===== src/hw/rtl/nccm_pkg.sv =====
// ----------------------------------------------------------------------------
// Normalization cube map package
// Shared types, fixed-point constants and the per-face direction function.
// ----------------------------------------------------------------------------
package nccm_pkg;

	// Coordinates and vector components are signed Q2.16.
	localparam int unsigned COMP_W   = 18;
	localparam int unsigned NUM_W    = 28;   // u * 2^17 + (d >> 1)
	localparam int unsigned RECIP_SH = 28;   // reciprocal scale 2^28
	localparam int unsigned RECIP_W  = 29;   // floor(2^28 / d) with d >= 1
	localparam int unsigned QUO_W    = 18;   // coordinate quotient 0..2^17
	localparam int unsigned SQ_W     = 33;   // one squared component
	localparam int unsigned LEN_W    = 34;   // sum of three squares
	localparam int unsigned ROOT_W   = 31;   // floor(sqrt(L * 2^28))
	localparam int unsigned REM_W    = 33;   // square root remainder
	localparam int unsigned ENC_W    = 41;   // 255 * (C + R)
	localparam int unsigned DIV_W    = 32;   // 2 * R

	localparam logic [QUO_W-1:0]          ONE_Q16    = 18'd65536;
	localparam logic [QUO_W-1:0]          Q_MAX      = 18'd131072;
	localparam logic signed [COMP_W-1:0]  POS_ONE    = 18'sd65536;
	localparam logic signed [COMP_W-1:0]  NEG_ONE    = -18'sd65536;
	localparam logic [7:0]                UNDEF_BYTE = 8'd127;

	// Face codes.
	localparam logic [2:0] FACE_POS_X = 3'd0;
	localparam logic [2:0] FACE_NEG_X = 3'd1;
	localparam logic [2:0] FACE_POS_Y = 3'd2;
	localparam logic [2:0] FACE_NEG_Y = 3'd3;
	localparam logic [2:0] FACE_POS_Z = 3'd4;
	localparam logic [2:0] FACE_NEG_Z = 3'd5;

	// Direction vector handed from the front to the back.
	typedef struct packed {
		logic                      zero;
		logic signed [COMP_W-1:0]  x;
		logic signed [COMP_W-1:0]  y;
		logic signed [COMP_W-1:0]  z;
	} vec_t;

	// Forms axis + a*s + b*t for a face. Each component takes exactly one
	// term, so the tables reduce to a selection with signs.
	function automatic vec_t face_vec(input logic [2:0] face,
	                                  input logic signed [COMP_W-1:0] a,
	                                  input logic signed [COMP_W-1:0] b);
		vec_t v;
		v.zero = 1'b0;
		v.x    = '0;
		v.y    = '0;
		v.z    = '0;
		unique case (face)
			FACE_POS_X: begin
				v.x = POS_ONE; v.y = -b; v.z = -a;
			end
			FACE_NEG_X: begin
				v.x = NEG_ONE; v.y = -b; v.z = a;
			end
			FACE_POS_Y: begin
				v.x = a; v.y = POS_ONE; v.z = b;
			end
			FACE_NEG_Y: begin
				v.x = a; v.y = NEG_ONE; v.z = -b;
			end
			FACE_POS_Z: begin
				v.x = a; v.y = -b; v.z = POS_ONE;
			end
			FACE_NEG_Z: begin
				v.x = -a; v.y = -b; v.z = NEG_ONE;
			end
			default: begin
				v.zero = 1'b1;
			end
		endcase
		return v;
	endfunction

endpackage


===== src/hw/rtl/nccm_recip.sv =====
// ----------------------------------------------------------------------------
// Reciprocal unit
// Iterative restoring division giving floor(2^28 / d), one bit per cycle.
// ----------------------------------------------------------------------------
module nccm_recip #(
	parameter int unsigned DW = 10
) (
	input  logic                               clk,
	input  logic                               arst_n,
	input  logic                               go,
	input  logic [DW-1:0]                      divisor,
	output logic                               running,
	output logic [nccm_pkg::RECIP_W-1:0]       recip
);

	logic [4:0]                        cnt_q;
	logic                              run_q;
	logic [DW:0]                       rem_q;
	logic [nccm_pkg::RECIP_W-1:0]      quo_q;
	logic [DW:0]                       rem_sh;
	logic                              ge;

	// One shift-and-subtract step; the dividend has only bit 28 set.
	always_comb begin
		rem_sh = {rem_q[DW-1:0], (cnt_q == 5'(nccm_pkg::RECIP_SH))};
		ge     = rem_sh >= {1'b0, divisor};
	end

	always_ff @(posedge clk or negedge arst_n) begin
		if (!arst_n) begin
			run_q <= 1'b0;
			cnt_q <= '0;
		end else if (go) begin
			run_q <= 1'b1;
			cnt_q <= 5'(nccm_pkg::RECIP_SH);
		end else if (run_q) begin
			if (cnt_q == '0) begin
				run_q <= 1'b0;
			end
			cnt_q <= cnt_q - 5'd1;
		end
	end

	always_ff @(posedge clk) begin
		if (go) begin
			rem_q <= '0;
			quo_q <= '0;
		end else if (run_q) begin
			rem_q <= ge ? rem_sh - {1'b0, divisor} : rem_sh;
			quo_q <= {quo_q[nccm_pkg::RECIP_W-2:0], ge};
		end
	end

	assign running = run_q;
	assign recip   = quo_q;

endmodule


===== src/hw/rtl/nccm_front.sv =====
// ----------------------------------------------------------------------------
// Front end
// Holds the face size, accepts texel requests and maps column and row to
// Q2.16 coordinates by reciprocal multiplication, then forms the vector.
// ----------------------------------------------------------------------------
module nccm_front #(
	parameter int unsigned MAX_FACE_SIZE = 1024
) (
	input  logic                 clk,
	input  logic                 arst_n,
	input  logic                 cfg_we,
	input  logic [10:0]          cfg_wdata,
	input  logic                 start,
	input  logic [2:0]           face,
	input  logic [9:0]           column,
	input  logic [9:0]           row,
	output logic                 busy,
	output logic                 push,
	output nccm_pkg::vec_t       push_data
);

	localparam int unsigned DW  = $clog2(MAX_FACE_SIZE);
	localparam int unsigned SW  = $clog2(MAX_FACE_SIZE + 1);
	localparam int unsigned CW  = (SW > 11) ? SW : 11;
	localparam int unsigned IW  = (DW > 10) ? DW : 10;
	localparam int unsigned PW  = nccm_pkg::NUM_W + nccm_pkg::RECIP_W;
	localparam int unsigned QW  = nccm_pkg::QUO_W;
	localparam int unsigned NW  = nccm_pkg::NUM_W;

	logic [10:0]                   face_size_q;
	logic                          pend_q;
	logic                          recip_run;
	logic [nccm_pkg::RECIP_W-1:0]  recip;
	logic [CW-1:0]                 size_c;
	logic [DW-1:0]                 d;
	logic                          accept;
	logic [9:0]                    u_sat, v_sat;

	// Face size register; a new value reruns the reciprocal.
	always_ff @(posedge clk or negedge arst_n) begin
		if (!arst_n) begin
			face_size_q <= 11'd64;
			pend_q      <= 1'b1;
		end else begin
			if (cfg_we) begin
				face_size_q <= cfg_wdata;
			end
			pend_q <= cfg_we;
		end
	end

	// Effective size clamped to 2..MAX_FACE_SIZE, and d = size - 1.
	always_comb begin
		if (CW'(face_size_q) < CW'(2)) begin
			size_c = CW'(2);
		end else if (CW'(face_size_q) > CW'(MAX_FACE_SIZE)) begin
			size_c = CW'(MAX_FACE_SIZE);
		end else begin
			size_c = CW'(face_size_q);
		end
		d = DW'(size_c - CW'(1));
	end

	nccm_recip #(.DW(DW)) u_recip (
		.clk     (clk),
		.arst_n  (arst_n),
		.go      (pend_q),
		.divisor (d),
		.running (recip_run),
		.recip   (recip)
	);

	assign busy   = pend_q | recip_run;
	assign accept = start & ~busy;

	// Indices past the face edge saturate to d.
	always_comb begin
		u_sat = (IW'(column) > IW'(d)) ? 10'(d) : column;
		v_sat = (IW'(row) > IW'(d)) ? 10'(d) : row;
	end

	// Stage 1: rounded numerators.
	logic           vld_s1;
	logic [2:0]     face_s1;
	logic [NW-1:0]  numa_s1, numb_s1;

	// Stage 2: quotient estimates from the reciprocal.
	logic           vld_s2;
	logic [2:0]     face_s2;
	logic [NW-1:0]  numa_s2, numb_s2;
	logic [QW-1:0]  qa_s2, qb_s2;
	logic [PW-1:0]  pa, pb;

	// Stage 3: back products for the correction step.
	logic           vld_s3;
	logic [2:0]     face_s3;
	logic [NW-1:0]  numa_s3, numb_s3;
	logic [QW-1:0]  qa_s3, qb_s3;
	logic [NW-1:0]  qda_s3, qdb_s3;

	always_comb begin
		pa = PW'(numa_s1) * PW'(recip);
		pb = PW'(numb_s1) * PW'(recip);
	end

	always_ff @(posedge clk or negedge arst_n) begin
		if (!arst_n) begin
			vld_s1 <= 1'b0;
			vld_s2 <= 1'b0;
			vld_s3 <= 1'b0;
		end else begin
			vld_s1 <= accept;
			vld_s2 <= vld_s1;
			vld_s3 <= vld_s2;
		end
	end

	always_ff @(posedge clk) begin
		face_s1 <= face;
		numa_s1 <= {1'b0, u_sat, 17'b0} + NW'(d >> 1);
		numb_s1 <= {1'b0, v_sat, 17'b0} + NW'(d >> 1);
		face_s2 <= face_s1;
		numa_s2 <= numa_s1;
		numb_s2 <= numb_s1;
		qa_s2   <= pa[nccm_pkg::RECIP_SH +: QW];
		qb_s2   <= pb[nccm_pkg::RECIP_SH +: QW];
		face_s3 <= face_s2;
		numa_s3 <= numa_s2;
		numb_s3 <= numb_s2;
		qa_s3   <= qa_s2;
		qb_s3   <= qb_s2;
		qda_s3  <= NW'(NW'(qa_s2) * NW'(d));
		qdb_s3  <= NW'(NW'(qb_s2) * NW'(d));
	end

	// Correction: the estimate is at most one low.
	logic [NW-1:0]               rema, remb;
	logic [QW-1:0]               qa, qb;
	logic signed [QW-1:0]        a, b;

	always_comb begin
		rema = numa_s3 - qda_s3;
		remb = numb_s3 - qdb_s3;
		qa   = qa_s3 + QW'(rema >= NW'(d));
		qb   = qb_s3 + QW'(remb >= NW'(d));
		a    = $signed(qa - nccm_pkg::ONE_Q16);
		b    = $signed(qb - nccm_pkg::ONE_Q16);
	end

	assign push      = vld_s3;
	assign push_data = nccm_pkg::face_vec(face_s3, a, b);

	a_no_accept_busy: assert property (@(posedge clk) disable iff (!arst_n)
		recip_run |-> !accept)
		else $error("request taken while reciprocal runs");
	a_coord_range: assert property (@(posedge clk) disable iff (!arst_n)
		vld_s3 |-> (qa <= nccm_pkg::Q_MAX) && (qb <= nccm_pkg::Q_MAX))
		else $error("coordinate quotient out of range");

endmodule


===== config.mk =====
export PLATFORM = sky130hd
export DESIGN_NAME = nccm_front
export DESIGN_NICKNAME = d
export VERILOG_FILES = /design/src/hw/rtl/nccm_pkg.sv /design/src/hw/rtl/nccm_recip.sv /design/src/hw/rtl/nccm_front.sv
export SDC_FILE = /design/constraint.sdc
export NUM_CORES = 2
export LEC_CHECK = 0
export ABC_AREA = 0
export BUFFER_PORTS_ARGS = -buffer_cell sky130_fd_sc_hd__buf_2
export CAP_MARGIN = 20
export CORE_MARGIN = 2
export CORE_UTILIZATION = 43
export CTS_CLUSTER_DIAMETER = 150
export DETAILED_ROUTE_END_ITERATION = 10
export PLACE_DENSITY = 0.66
export SLEW_MARGIN = 20
export SYNTH_ARGS = -nofsm -noshare
export SYNTH_HDL_FRONTEND = slang
export SYNTH_SLANG_ARGS = --single-unit

===== constraint.sdc =====
create_clock -name clk -period 26.5 [get_ports clk]
set_input_delay 1.325 -clock clk [delete_from_list [all_inputs] [get_ports clk]]
set_output_delay 1.325 -clock clk [all_outputs]
set_load 0.01 [all_outputs]

==> results_dict.tcl <==
set metrics [dict create \
    cts_buffer_depth 3 \
    hold_slack_ps 302 \
    tightest_slew_ps 1180 \
    ys_warn_count 0 \
    synth_nets 7256 \
    fp.dieH_um 349 \
    finalHoldViolCount 0 \
    synthTopCellsByArea "fa_1 (35%), ha_1 (15%), dfxtp_1 (10%)" \
    fin_nets 7186 \
    h-tree-depth 2 \
    synth-seq-area-share 0.113 \
    layout-drive-gt1-share 0.0538 \
    crit_path_end_kind "output pin" \
    final_antenna_net_count 0 \
    gr-total-overflow 0 \
    root_buffer "clkbuf_16" \
    fin_crit_ps 11900 \
    syn2layout_area_growth_pct 6.36 \
    whs_path_depth 0 \
    syn_avg_cell_area_um2 8.99 \
    status "finished, final reports clean" \
    crit_slowest_cell "o311ai_0" \
    reg2reg_to "qdb_s3[25]" \
    ys_seq_elements 284 \
    period_share 0.449 \
    gp_congestion 0.921 \
    start_kind "flop" \
    max_stage_delay_ps 610 \
    crit_arrival_ps 10570 \
    pin_count 95 \
    synth.most_common_cell "inv_1" \
    critPathMaxFanout 45 \
    max_freq_mhz 84.0 \
    die_w_um 349 \
    rows 126 \
    crit_start "face_size_q[4]" \
    post-route-drc-count 0 \
    grt_max_degree 67 \
    p_per_area_nw_per_um2 28.9 \
    tritoncts "done" \
    hold_path.class "flop to flop" \
    grt_pass1_wl_um 218000 \
    skew_ps 50.8 \
    start_util 0.434 \
    final.setup.tns_ps 0 \
    design_area_um2 54600 \
    grt_pass1_vias 39330 \
    syn_area_um2 51300 \
    required_ps 25170 \
    clk_pin_slew_ps 70 \
    core_area_um2 118000 \
    critical_path.most_common_cell "ha_1" \
    path_class "flop to output pin" \
    drt_pass1_iterations 6 \
    hold_end "numa_s3[25]" \
    antenna_found_initial 4 \
    cts-resized-gates 0 \
    post-cts-setup-buffers 0 \
    drv_slew 0 \
    synth_top_area_share 0.346 \
    min_from "numa_s2[25]" \
    post-place-cells 7134 \
    relSlewSlack 0.215 \
    r2r_cells 29 \
    vias 37539 \
    grt_setup_unrepaired "false" \
    rrSetupSlack_ps 16300 \
    grt_use_total 0.227 \
    worstSkewPairLatency_ps 600 \
    drtIter0Drc 2517 \
    fillers 11268 \
    finalNonFillerCells 7206 \
    syn_inst 5707 \
    leakage_nw 27.4 \
    ir_drop_mv 0.0580 \
    port-buffer-count 94 \
    synth_edf_count 0 \
    reg2reg_from "face_size_q[4]" \
    dp_hpwl_um 104000 \
    synth.top_cells.by_count "inv_1 (1,208), fa_1 (886), and2_1 (661), ha_1 (625), nand2_1 (553)" \
    setup_viol 0 \
    placed_area_um2 53200 \
    cts.sinks 284 \
    ctsHoldBuffers 0 \
    vias_per_cell 5.21 \
    cap_violations 0 \
    ys.flop_type "dfxtp_1" \
    numCtsBuffers 37 \
    ys_types 79 \
    wl_per_cell_um 18.8 \
    die_area_um2 122000 \
    wl_um 135000 \
    synth_top_area_cell "fa_1" \
    synth-async-reset-ratio 0.0739 \
]
## metal layers
| layer | track usage | wire length, um | up-vias |
|---|---|---|---|
| met3 | 0.0333 | 9230 | 208 |
| met2 | 0.375 | 62800 | 1171 |
| met5 | 0 | 0 | - |
| met1 | 0.311 | 59300 | 18911 |
| met4 | 0.0623 | 3790 | 0 |
| li1 | - | - | 17249 |
## state kept, by name, summed over array words and instances, names as in the netlist, 3 cells and up
register / cells
qb_s3: 18
u_recip.rem_q: 10
numa_s3: 19
qa_s3: 18
qdb_s3: 28
face_s3: 3
qa_s2: 18
face_size_q: 11
face_s2: 3
qb_s2: 18
qda_s3: 28
numa_s2: 19
numb_s2: 10
u_recip.cnt_q: 5
face_s1: 3
numb_s1: 10
u_recip.recip: 29
numa_s1: 19
numb_s3: 10
## power by group
| group | total (W) | leakage [nW] | switching (W) | internal (W) |
|---|---|---|---|---|
| clock | 0.000560 | 0.645 | 0.000230 | 0.000330 |
| sequential | 0.000570 | 2.40 | 0.000103 | 0.000467 |
| combinational | 0.000449 | 24.4 | 0.000282 | 0.000166 |
| total | 0.00158 | 27.4 | 0.000615 | 0.000963 |
## cell type report
cell class	count	area [um2]	share of cell area
Tap cell	1536	1920	0.0352
Clock buffer	45	1020	0.0186
Clock inverter	23	332	0.00608
Timing Repair Buffer	146	861	0.0158
Sequential cell	284	5820	0.107
Multi-Input combinational cell	3959	40100	0.734
Inverter	1209	4540	0.0832
Antenna cell	4	10.0	0.000183
## per-stage QoR
step / utilization / total power (W) / worst slack [ps]
global placement: 0.450 / 0.00101 / 15290
floorplan: - / 0.000828 / 16890
global route: 0.461 / 0.00166 / 13880
finish: 0.461 / 0.00158 / 14600
detailed placement: 0.450 / 0.00102 / 15240
CTS: 0.461 / 0.00158 / 14580
## worst max-delay path: cells and delay by family (launching register included)
kind / cells / cell delay (ps)
and+or+nand+nor: 13 / 3780
AOI/OAI and AO/OA: 11 / 2850
adders and majority gates: 4 / 1320
buffers and inverters: 4 / 1090
DFF: 1 / 450
xor gates and xnor gates: 2 / 440
## layout by cell type (no fill, tap or decap), types with 10 or more instances in the layout
cell       count
a21oi_1      138
nand2_1      553
xor2_1        67
o21ai_0      111
inv_1       1208
and3_1        14
nor3_1        43
nor2b_1       36
nor2_1       186
a21o_1        46
a31oi_1       20
a211oi_1      30
nand4_1       32
nand2b_1      26
o21bai_1      15
and2_1       661
clkbuf_16     38
o21a_1        30
nand3_1       34
dfxtp_1      240
buf_4         52
a2111oi_0     10
buf_2         94
dfrtp_1       18
xnor2_1      157
mux2i_1       41
dfxtp_2       23
fa_1         886
ha_1         625
mux2_2        34
o22ai_1       23
## how the worst max path moves through the flow
stage,to,cells past startpoint
after detailed placement,push_data[17],34
after CTS,push_data[17],34
after global routing,push_data[17],35
final,push_data[17],34
after global placement,push_data[17],34
after floorplan,push_data[17],36
## cell families after synthesis
kind of cell / count (synthesis) / share of synthesized area
simple gates: 1642 / 0.164
mux: 77 / 0.0161
flops: 284 / 0.113
xor+xnor: 229 / 0.0396
compound gates: 500 / 0.0616
buf+inv: 1464 / 0.107
fa+ha+maj: 1511 / 0.498
(Power assumes the default switching activity.)
