==> config.mk <==
export PLATFORM = sky130hd
export DESIGN_NAME = nccm_queue
export DESIGN_NICKNAME = d
export VERILOG_FILES = /design/src/hw/rtl/nccm_pkg.sv /design/src/hw/rtl/nccm_queue.sv
export SDC_FILE = /design/constraint.sdc
export NUM_CORES = 1
export LEC_CHECK = 0
export BUFFER_PORTS_ARGS = -buffer_cell sky130_fd_sc_hd__buf_4
export CORE_MARGIN = 8
export CORE_UTILIZATION = 53
export CTS_BUF_LIST = sky130_fd_sc_hd__clkbuf_2
export CTS_CLUSTER_SIZE = 25
export DETAILED_ROUTE_END_ITERATION = 16
export GPL_ROUTABILITY_DRIVEN = 0
export PLACE_DENSITY = 0.88
export SLEW_MARGIN = 20
export SYNTH_ARGS = -nofsm -noshare
export SYNTH_HDL_FRONTEND = slang
export SYNTH_SLANG_ARGS = --single-unit
==> constraint.sdc <==
create_clock -name clk -period 2.5 [get_ports clk]
set_input_delay 0.25 -clock clk [delete_from_list [all_inputs] [get_ports clk]]
set_output_delay 0.25 -clock clk [all_outputs]
set_load 0.1 [all_outputs]
==> src/hw/rtl/nccm_pkg.sv <==
// ----------------------------------------------------------------------------
// Normalization cube map package
// Shared types, fixed-point constants and the per-face direction function.
// ----------------------------------------------------------------------------
package nccm_pkg;

	// Coordinates and vector components are signed Q2.16.
	localparam int unsigned COMP_W   = 18;
	localparam int unsigned NUM_W    = 28;   // u * 2^17 + (d >> 1)
	localparam int unsigned RECIP_SH = 28;   // reciprocal scale 2^28
	localparam int unsigned RECIP_W  = 29;   // floor(2^28 / d) with d >= 1
	localparam int unsigned QUO_W    = 18;   // coordinate quotient 0..2^17
	localparam int unsigned SQ_W     = 33;   // one squared component
	localparam int unsigned LEN_W    = 34;   // sum of three squares
	localparam int unsigned ROOT_W   = 31;   // floor(sqrt(L * 2^28))
	localparam int unsigned REM_W    = 33;   // square root remainder
	localparam int unsigned ENC_W    = 41;   // 255 * (C + R)
	localparam int unsigned DIV_W    = 32;   // 2 * R

	localparam logic [QUO_W-1:0]          ONE_Q16    = 18'd65536;
	localparam logic [QUO_W-1:0]          Q_MAX      = 18'd131072;
	localparam logic signed [COMP_W-1:0]  POS_ONE    = 18'sd65536;
	localparam logic signed [COMP_W-1:0]  NEG_ONE    = -18'sd65536;
	localparam logic [7:0]                UNDEF_BYTE = 8'd127;

	// Face codes.
	localparam logic [2:0] FACE_POS_X = 3'd0;
	localparam logic [2:0] FACE_NEG_X = 3'd1;
	localparam logic [2:0] FACE_POS_Y = 3'd2;
	localparam logic [2:0] FACE_NEG_Y = 3'd3;
	localparam logic [2:0] FACE_POS_Z = 3'd4;
	localparam logic [2:0] FACE_NEG_Z = 3'd5;

	// Direction vector handed from the front to the back.
	typedef struct packed {
		logic                      zero;
		logic signed [COMP_W-1:0]  x;
		logic signed [COMP_W-1:0]  y;
		logic signed [COMP_W-1:0]  z;
	} vec_t;

	// Forms axis + a*s + b*t for a face. Each component takes exactly one
	// term, so the tables reduce to a selection with signs.
	function automatic vec_t face_vec(input logic [2:0] face,
	                                  input logic signed [COMP_W-1:0] a,
	                                  input logic signed [COMP_W-1:0] b);
		vec_t v;
		v.zero = 1'b0;
		v.x    = '0;
		v.y    = '0;
		v.z    = '0;
		unique case (face)
			FACE_POS_X: begin
				v.x = POS_ONE; v.y = -b; v.z = -a;
			end
			FACE_NEG_X: begin
				v.x = NEG_ONE; v.y = -b; v.z = a;
			end
			FACE_POS_Y: begin
				v.x = a; v.y = POS_ONE; v.z = b;
			end
			FACE_NEG_Y: begin
				v.x = a; v.y = NEG_ONE; v.z = -b;
			end
			FACE_POS_Z: begin
				v.x = a; v.y = -b; v.z = POS_ONE;
			end
			FACE_NEG_Z: begin
				v.x = -a; v.y = -b; v.z = NEG_ONE;
			end
			default: begin
				v.zero = 1'b1;
			end
		endcase
		return v;
	endfunction

endpackage

==> src/hw/rtl/nccm_queue.sv <==
// ----------------------------------------------------------------------------
// Vector queue
// Short first-in first-out buffer between the front and the back.
// ----------------------------------------------------------------------------
module nccm_queue (
	input  logic              clk,
	input  logic              arst_n,
	input  logic              push,
	input  nccm_pkg::vec_t    push_data,
	input  logic              pop,
	output logic              not_empty,
	output nccm_pkg::vec_t    head
);

	localparam int unsigned DEPTH = 4;
	localparam int unsigned AW    = $clog2(DEPTH);

	nccm_pkg::vec_t    mem_q [DEPTH];
	logic [AW-1:0]     wp_q, rp_q;
	logic [AW:0]       cnt_q;
	logic              do_pop;

	assign not_empty = cnt_q != '0;
	assign do_pop    = pop & not_empty;
	assign head      = mem_q[rp_q];

	always_ff @(posedge clk or negedge arst_n) begin
		if (!arst_n) begin
			wp_q  <= '0;
			rp_q  <= '0;
			cnt_q <= '0;
		end else begin
			if (push) begin
				wp_q <= wp_q + AW'(1);
			end
			if (do_pop) begin
				rp_q <= rp_q + AW'(1);
			end
			cnt_q <= cnt_q + (AW+1)'(push) - (AW+1)'(do_pop);
		end
	end

	always_ff @(posedge clk) begin
		if (push) begin
			mem_q[wp_q] <= push_data;
		end
	end

	a_no_overflow: assert property (@(posedge clk) disable iff (!arst_n)
		push |-> (cnt_q < (AW+1)'(DEPTH)) || do_pop)
		else $error("queue overflow");
	a_cnt_bound: assert property (@(posedge clk) disable iff (!arst_n)
		cnt_q <= (AW+1)'(DEPTH))
		else $error("queue count out of range");

endmodule

==> results of run 1 <==
per-layer routing:
metal  wire length [um]  share of wire, %
met5                  8             0.045
met4                415               2.3
met3               1230               6.9
met2               9500                53
met1               6620                37
registers in the layout, summed over array words and instances (netlist names):
name / cells
wp_q: 2
cnt_q: 3
mem_q: 220
rp_q: 2
stage by stage:
| stage | setup TNS, ns | cells |
|---|---|---|
| final | -0.0691 | 813 |
| after global placement | 0 | 652 |
| after CTS | -7.75 | 805 |
| after global routing | -6.92 | 813 |
| after detailed placement | 0 | 652 |
| after floorplan | 0 | 321 |
placed cells by master, fill, tap and decap left out, drive strengths merged:
cell and count:
o21ai 1, o31a 1, xnor2 3, o311ai 1
edfxtp 220, mux4 55, fa 1, ha 6
dlygate4sd3 59, buf 133, bufinv 1, clkbuf 78
xor2 2, or3 1, clkinv 15, inv 8
and2 4, dfrtp 7, nand2 1
synthesized netlist by cell type (all sizes together):
cell type	number
or3	1
dfrtp	7
and2	4
clkbuf	1
fa	1
edfxtp	220
xnor2	3
mux4	55
inv	6
nand2	1
o311ai	1
ha	6
buf	11
xor2	2
o21ai	1
o31a	1
worst max-delay path, cell delays in order (launching register included):
cell and delay [ns]:
dfrtp_4 0.45, buf_12 0.16, clkbuf_16 0.17, mux4_2 0.55, buf_6 0.21
layout make-up:
type / count / area, um^2
Multi-Input combinational cell: 76 / 1440
Timing Repair Buffer: 197 / 2140
Tap cell: 216 / 270
Fill cell: 873 / 4470
Inverter: 6 / 22.5
Clock inverter: 18 / 98.8
Clock buffer: 73 / 365
Sequential cell: 227 / 6790
final timing paths:
path | start | endpoint | slack (ns) | cells past startpoint
setup / recovery | rp_q[0] | head[25] | -0.03 | 4
hold / removal | push_data[1] | mem_q[2][1] | 0.24 | 2
setup reg to reg | cnt_q[1] | cnt_q[2] | 0.41 | 7
hold reg to reg | wp_q[0] | wp_q[0] | 0.55 | 1
max in group asynchronous | arst_n | rp_q[1] | 1.72 | 3
min in group asynchronous | arst_n | rp_q[0] | 0.48 | 3
cells by family (layout without fill, tap and decap cells):
family	count (synthesis)	in the layout	share of synthesized area, %
fa+ha+maj	7	7	1.14
buf+inv	18	294	1.34
xor+xnor	5	5	0.526
simple gates	6	6	0.421
mux	55	55	14.9
flops	227	227	81.4
compound gates	3	3	0.270
repair_timing:
| item | CTS | global route |
|---|---|---|
| resized for setup | 62 | 7 |
| setup buffers | 1 | 3 |
| hold endpoints to repair | 233 | 0 |
| endpoints found under the setup margin | 55 | 55 |
| hold buffers | 59 | 0 |
| cloned | 2 | 6 |
==> flow_metrics.env, run 1 <==
export IMPL_setup_violations=7
export IMPL_ys_types=18
export IMPL_row_count=46
export IMPL_grt_usage_pct=17.4
export IMPL_synthCells=321
export IMPL_syn_area_um2=8330
export IMPL_drv_cap=0
export IMPL_avgSynthCellArea_um2=25.9
export IMPL_timing_final_crit_share_pct=101
export IMPL_syn_to_final_growth_pct=33.6
export IMPL_use_met3_pct=5.48
export IMPL_grt_pass1_vias=4687
export IMPL_maxSlewViolCount=0
export IMPL_cts_tree="yes"
export IMPL_rsz0062_at_grt="yes"
export IMPL_top_usage_layer="met2"
export IMPL_status="complete, but fails checks"
export IMPL_root_buffer="clkbuf_2"
export IMPL_final_antenna_net_count=0
export IMPL_grt_antenna_before_repair=1
export IMPL_use_met2_pct=29.3
export IMPL_cts_max_level=2
export IMPL_dr_pass1_iters=5
export IMPL_slew_headroom_pct=58.7
export IMPL_crit_path_max_fanout=7
export IMPL_dp_slack_ns=0.447
export IMPL_io_pin_count=115
export IMPL_die_h_um=141
export IMPL_ys_ff_latch=227
export IMPL_clkSinkCount=227
export IMPL_hold_viol_final=0
export IMPL_crit_path_start_kind="flop"
export IMPL_drt_initial_drc_count=275
export IMPL_drive_above_1_share_pct=46.7
export IMPL_fmax_mhz=395
export IMPL_drc_errors=0
export IMPL_fin_nets=628
export IMPL_ys_top_cells_by_area="edfxtp_1 79%, mux4_2 15%, dfrtp_1 2.1%, ha_1 0.90%, buf_6 0.54%"
export IMPL_wl_um=17800
export IMPL_holdWs_ns=0.235
export IMPL_tightest_slew_ns=0.619
export IMPL_violations="negative setup slack"
export IMPL_met1_usage_pct=20.7
export IMPL_hpwlAfterDp_um=9580
export IMPL_num_vias=4261
export IMPL_cp_arrival_ns=2.28
export IMPL_grt_max_degree=27
export IMPL_grt_ovfl_total=0
export IMPL_clockBufferDepth=3
export IMPL_clkLatencyLatePin_ns=0.77
export IMPL_finalInstanceArea_um2=11100
export IMPL_required_ns=2.25
export IMPL_skew_ns=0.0382
export IMPL_place_area_um2=9600
export IMPL_numCtsBuffers=54
export IMPL_clk_pin_slew_ns=0.10
export IMPL_wl_per_cell_um=21.9
export IMPL_utilization_pct=71.4
export IMPL_worst_slack_ns=-0.0292
export IMPL_min_period_ns=2.53
export IMPL_worst_setup_path_end_kind="primary output"
export IMPL_grt_pass1_wl_um=26200
export IMPL_port_buffers=114
export IMPL_yosysTopAreaCellShare_pct=79.3
export IMPL_synth_seq_area_share_pct=81.4
export IMPL_crit_type="reg -> out"
export IMPL_ys_warn_count=0
export IMPL_via_per_inst=5.24
export IMPL_n_antenna_cell=0
export IMPL_dieArea_um2=20000
export IMPL_dieWidth_um=141
export IMPL_syn_num_nets=387
export IMPL_core_area_um2=15600
export IMPL_hp_class="in -> reg"
export IMPL_initial_core_util_pct=53.4
export IMPL_synth_largest_area_cell="edfxtp_1"
Power of run 1 is not shown: default switching activity piles up to over one toggle a cycle in this logic, so the estimate is an artifact.
==> run 2, diff against run 1 <==
Settings changed: CORE_UTILIZATION 53 to 50, PLACE_DENSITY 0.88 to 0.82.
Clock period 2.5 ns to 3 ns, I/O delays scaled along.
==> run 2 against run 1 <==
The run now ends clean. Non-clock buffer count down 7. Via count shrank 2.4%. Global-route usage down 2.2 points. Utilization fell by 6.3 points. Clock skew fell by 0.0075 ns. Sequential share of layout area increased by 2.6 points. Routed wire length down 9.9%. Cell count is 0.37% higher. Die area up 5.3%. Critical endpoint is now head[47].
==> flow_metrics.env, run 2 (synthesis gave the netlist of run 1 again) <==
export IMPL_cp_arrival_ns=2.49
export IMPL_grt_pass1_vias=4775
export IMPL_skew_ns=0.0306
export IMPL_startpoint="rp_q[1]"
export IMPL_wl_per_cell_um=19.6
export IMPL_rrSetupSlack_ns=0.98
export IMPL_regMostFlops="mem_q"
export IMPL_status="finished clean"
export IMPL_place_area_um2=9530
export IMPL_clkSinkCount=227
export IMPL_grt_ovfl_total=0
export IMPL_num_vias=4160
export IMPL_clkLatencyLatePin_ns=0.74
export IMPL_drive_above_1_share_pct=46.0
export IMPL_top_regs="mem_q (220), cnt_q (3)"
export IMPL_root_buffer="clkbuf_2"
export IMPL_io_pin_count=115
export IMPL_wl_um=16000
export IMPL_hold_viol_final=0
export IMPL_grt_max_degree=35
export IMPL_crit_type="reg -> out"
export IMPL_holdWs_ns=0.291
export IMPL_path_cells="buf_4, mux4_2, buf_4"
export IMPL_ctsResizeCount=0
export IMPL_tns_ns=0
export IMPL_grt_pass1_wl_um=25200
export IMPL_dieWidth_um=145
export IMPL_reg2regPathDepth=7
export IMPL_timing_final_crit_share_pct=92.9
export IMPL_fmax_mhz=359
export IMPL_drc_errors=0
export IMPL_rsz0062_at_grt="no"
export IMPL_fin_nets=622
export IMPL_largest_reg_flops=220
export IMPL_drt_initial_drc_count=266
export IMPL_numCtsBuffers=55
export IMPL_setup_violations=0
export IMPL_grt_antenna_before_repair=0
export IMPL_crit_path_start_kind="flop"
export IMPL_dr_pass1_iters=6
export IMPL_final_common_cell="edfxtp_1"
export IMPL_clk_pin_slew_ns=0.10
export IMPL_cts_tree="yes"
export IMPL_clockBufferDepth=3
export IMPL_crit_path_max_fanout=19
export IMPL_grt_usage_pct=15.2
export IMPL_port_buffers=114
export IMPL_initial_core_util_pct=50.8
export IMPL_hpwlAfterDp_um=9900
export IMPL_dieArea_um2=21000
export IMPL_min_period_ns=2.79
export IMPL_tightest_slew_ns=0.730
export IMPL_min_delay_start="push_data[8]"
export IMPL_syn_to_final_growth_pct=28.2
export IMPL_worst_setup_path_end_kind="primary output"
export IMPL_mostFrequentLayoutCells="220 x edfxtp_1, 126 x buf_4, 78 x clkbuf_2, 59 x dlygate4sd3_1, 55 x mux4_2"
export IMPL_finalInstanceArea_um2=10700
export IMPL_reg2reg_to="cnt_q[2]"
export IMPL_crit_path_frequent_cell="buf_4"
export IMPL_n_antenna_cell=0
export IMPL_row_count=47
export IMPL_maxSlewViolCount=0
export IMPL_crit_slowest_cell="dfrtp_2"
export IMPL_core_area_um2=16400
export IMPL_cts_max_level=2
export IMPL_drv_cap=0
export IMPL_required_ns=2.70
export IMPL_whs_path_depth=2
export IMPL_hp_class="in -> reg"
export IMPL_die_h_um=145
export IMPL_slew_headroom_pct=51.3
export IMPL_via_per_inst=5.10
export IMPL_final_antenna_net_count=0
export IMPL_r2r_start="cnt_q[1]"
export IMPL_hold_path_endpoint="mem_q[1][8]"
export IMPL_cpPeakStageDelay_ns=0.69
run 2: worst max-delay path by stage:
stage	end	cells after the start
floorplan	mem_q[0][0]	3
global placement	head[44]	3
detailed placement	head[39]	3
CTS	head[47]	3
global route	head[47]	3
finish	head[47]	3
run 2: area by class of cell:
class                      count  area (um^2)
clock inverter                19          126
timing repair buffer         190         1640
tap                          220          275
clock buffer                  78          390
multi-input combinational     76         1440
inverter                       6         22.5
fill                        1089         5730
sequential                   227         6790
run 2: worst max-delay path, delay by kind of cell, from the launching register on:
kind | cells | cell delay, ns
flops | 1 | 0.69
buf+inv | 2 | 0.65
mux | 1 | 0.39
run 2: layer usage:
metal  track usage [%]  wire length, um
met1              17.9             6590
met2              26.2             8270
met3              4.91              900
met4              4.84              248
met5                 0                0
run 2: per-stage QoR:
| step | setup slack, ns | cells | utilization, % |
|---|---|---|---|
| 2_1_floorplan | 0.657 | 321 | - |
| 3_3_place_gp | 0.926 | 655 | 58.1 |
| 3_5_place_dp | 0.934 | 655 | 58.1 |
| 4_1_cts | 0.0483 | 811 | 64.9 |
| 5_1_grt | 0.00973 | 816 | 65.1 |
| 6_report | 0.212 | 816 | 65.1 |
run 2: repair_timing:
item / 4_1_cts / 5_1_grt
hold buffers: 59 / 0
hold endpoints to repair: 233 / 0
endpoints found under the setup margin: 0 / 16
setup buffers: 0 / 5
Power of run 2 is left out for the same reason.
==> run 3, diff against run 2 <==
Settings changed: MAX_ROUTING_LAYER from default to met4.
==> run 3 against run 2 <==
Sequential share of layout area stayed put. Cell area stayed put. First-iteration DRC count is 7.9% lower. Critical path type unchanged.
==> flow_metrics.env, run 3 (synthesis gave the netlist of run 1 again) <==
export IMPL_status="finished clean"
export IMPL_required_ns=2.70
export IMPL_drv_cap=0
export IMPL_hpwlAfterDp_um=9900
export IMPL_crit_path_max_fanout=19
export IMPL_drc_errors=0
export IMPL_fin_nets=622
export IMPL_mostFrequentLayoutCells="220 x edfxtp_1, 126 x buf_4, 78 x clkbuf_2, 59 x dlygate4sd3_1, 55 x mux4_2"
export IMPL_tightest_slew_ns=0.732
export IMPL_largest_reg_flops=220
export IMPL_syn_to_final_growth_pct=28.2
export IMPL_grt_ovfl_total=0
export IMPL_clk_pin_slew_ns=0.10
export IMPL_final_antenna_net_count=0
export IMPL_maxSlewViolCount=0
export IMPL_hold_viol_final=0
export IMPL_num_vias=4158
export IMPL_grt_max_degree=35
export IMPL_row_count=47
export IMPL_worst_setup_path_end_kind="primary output"
export IMPL_n_antenna_cell=0
export IMPL_dieArea_um2=21000
export IMPL_finalInstanceArea_um2=10700
export IMPL_drt_initial_drc_count=245
export IMPL_tns_ns=0
export IMPL_drive_above_1_share_pct=46.0
export IMPL_final_common_cell="edfxtp_1"
export IMPL_clkLatencyLatePin_ns=0.74
export IMPL_top_regs="mem_q (220), cnt_q (3)"
export IMPL_crit_path_end="head[47]"
export IMPL_clockBufferDepth=3
export IMPL_final_fill_count=1089
export IMPL_dr_pass1_iters=4
export IMPL_holdWs_ns=0.288
export IMPL_slew_headroom_pct=51.2
export IMPL_crit_path_start_kind="flop"
export IMPL_cts_max_level=2
export IMPL_multiInputGateArea_um2=1440
export IMPL_ctsResizeCount=0
export IMPL_rrSetupSlack_ns=0.98
export IMPL_crit_type="reg -> out"
export IMPL_dieWidth_um=145
export IMPL_root_buffer="clkbuf_2"
export IMPL_grt_antenna_before_repair=0
export IMPL_initial_core_util_pct=50.8
export IMPL_skew_ns=0.0317
export IMPL_via_per_inst=5.10
export IMPL_startpoint="rp_q[1]"
export IMPL_rsz0062_at_grt="no"
export IMPL_min_period_ns=2.79
export IMPL_wl_um=16000
export IMPL_timing_final_crit_share_pct=93.0
export IMPL_r2r_start="cnt_q[1]"
export IMPL_grt_pass1_wl_um=25300
export IMPL_setup_violations=0
export IMPL_fmax_mhz=359
export IMPL_regMostFlops="mem_q"
export IMPL_grt_pass1_vias=4780
export IMPL_die_h_um=145
export IMPL_utilization_pct=65.1
export IMPL_seqCellArea_um2=6790
export IMPL_numCtsBuffers=55
export IMPL_core_area_um2=16400
export IMPL_io_pin_count=115
export IMPL_wl_per_cell_um=19.6
export IMPL_grt_usage_pct=15.7
export IMPL_cp_arrival_ns=2.49
export IMPL_reg2reg_to="cnt_q[2]"
export IMPL_port_buffers=114
export IMPL_clkSinkCount=227
export IMPL_place_area_um2=9530
export IMPL_cts_tree="yes"
export IMPL_reg2regPathDepth=7
export IMPL_hp_class="in -> reg"
[run 3: cell counts in the layout (fill, tap and decap cells not counted)]
No cell type changed its count.
[run 3: worst max-delay path, cell delays in order (launching register included)]
cell and delay [ns]:
dfrtp_2 0.69, buf_4 0.39, mux4_2 0.39, buf_4 0.26
[run 3: per-stage QoR]
step | cells | setup WS (ns)
2_1_floorplan | 321 | 0.657
3_3_place_gp | 655 | 0.926
3_5_place_dp | 655 | 0.934
4_1_cts | 811 | 0.0483
5_1_grt | 816 | 0.00987
6_report | 816 | 0.211
[run 3: worst min path at each step]
stage | startpoint | end | slack (ns) | cells after the start
after floorplan | arst_n | cnt_q[0] | 0.004 | 0
final | push_data[42] | mem_q[0][42] | 0.29 | 2
after global placement | arst_n | cnt_q[0] | 0.12 | 1
after CTS | push_data[12] | mem_q[1][12] | 0.19 | 2
after detailed placement | arst_n | cnt_q[2] | 0.12 | 1
after global routing | push_data[42] | mem_q[0][42] | 0.16 | 2
[run 3: area by class of cell]
class	instances	share of cell area, %
well taps	220	2.58
clock inverters	19	1.18
inverters	6	0.211
clock buffers	78	3.66
multi-input cells	76	13.5
flip-flops and latches	227	63.6
repair buffers	190	15.3
[run 3: timing repair]
action                     4_1_cts  5_1_grt
setup endpoints to repair        0       16
hold endpoints to repair       233        0
setup buffers                    0        5
hold buffers                    59        0
[run 3: metal layers]
layer	part of all wire, %	wire length (um)	global-route usage (%)
met4	1.3	208	4.69
met3	6.1	974	4.76
met5	0	0	-
met1	41	6510	18.1
met2	52	8300	26.2
Power of run 3 is left out for the same reason.
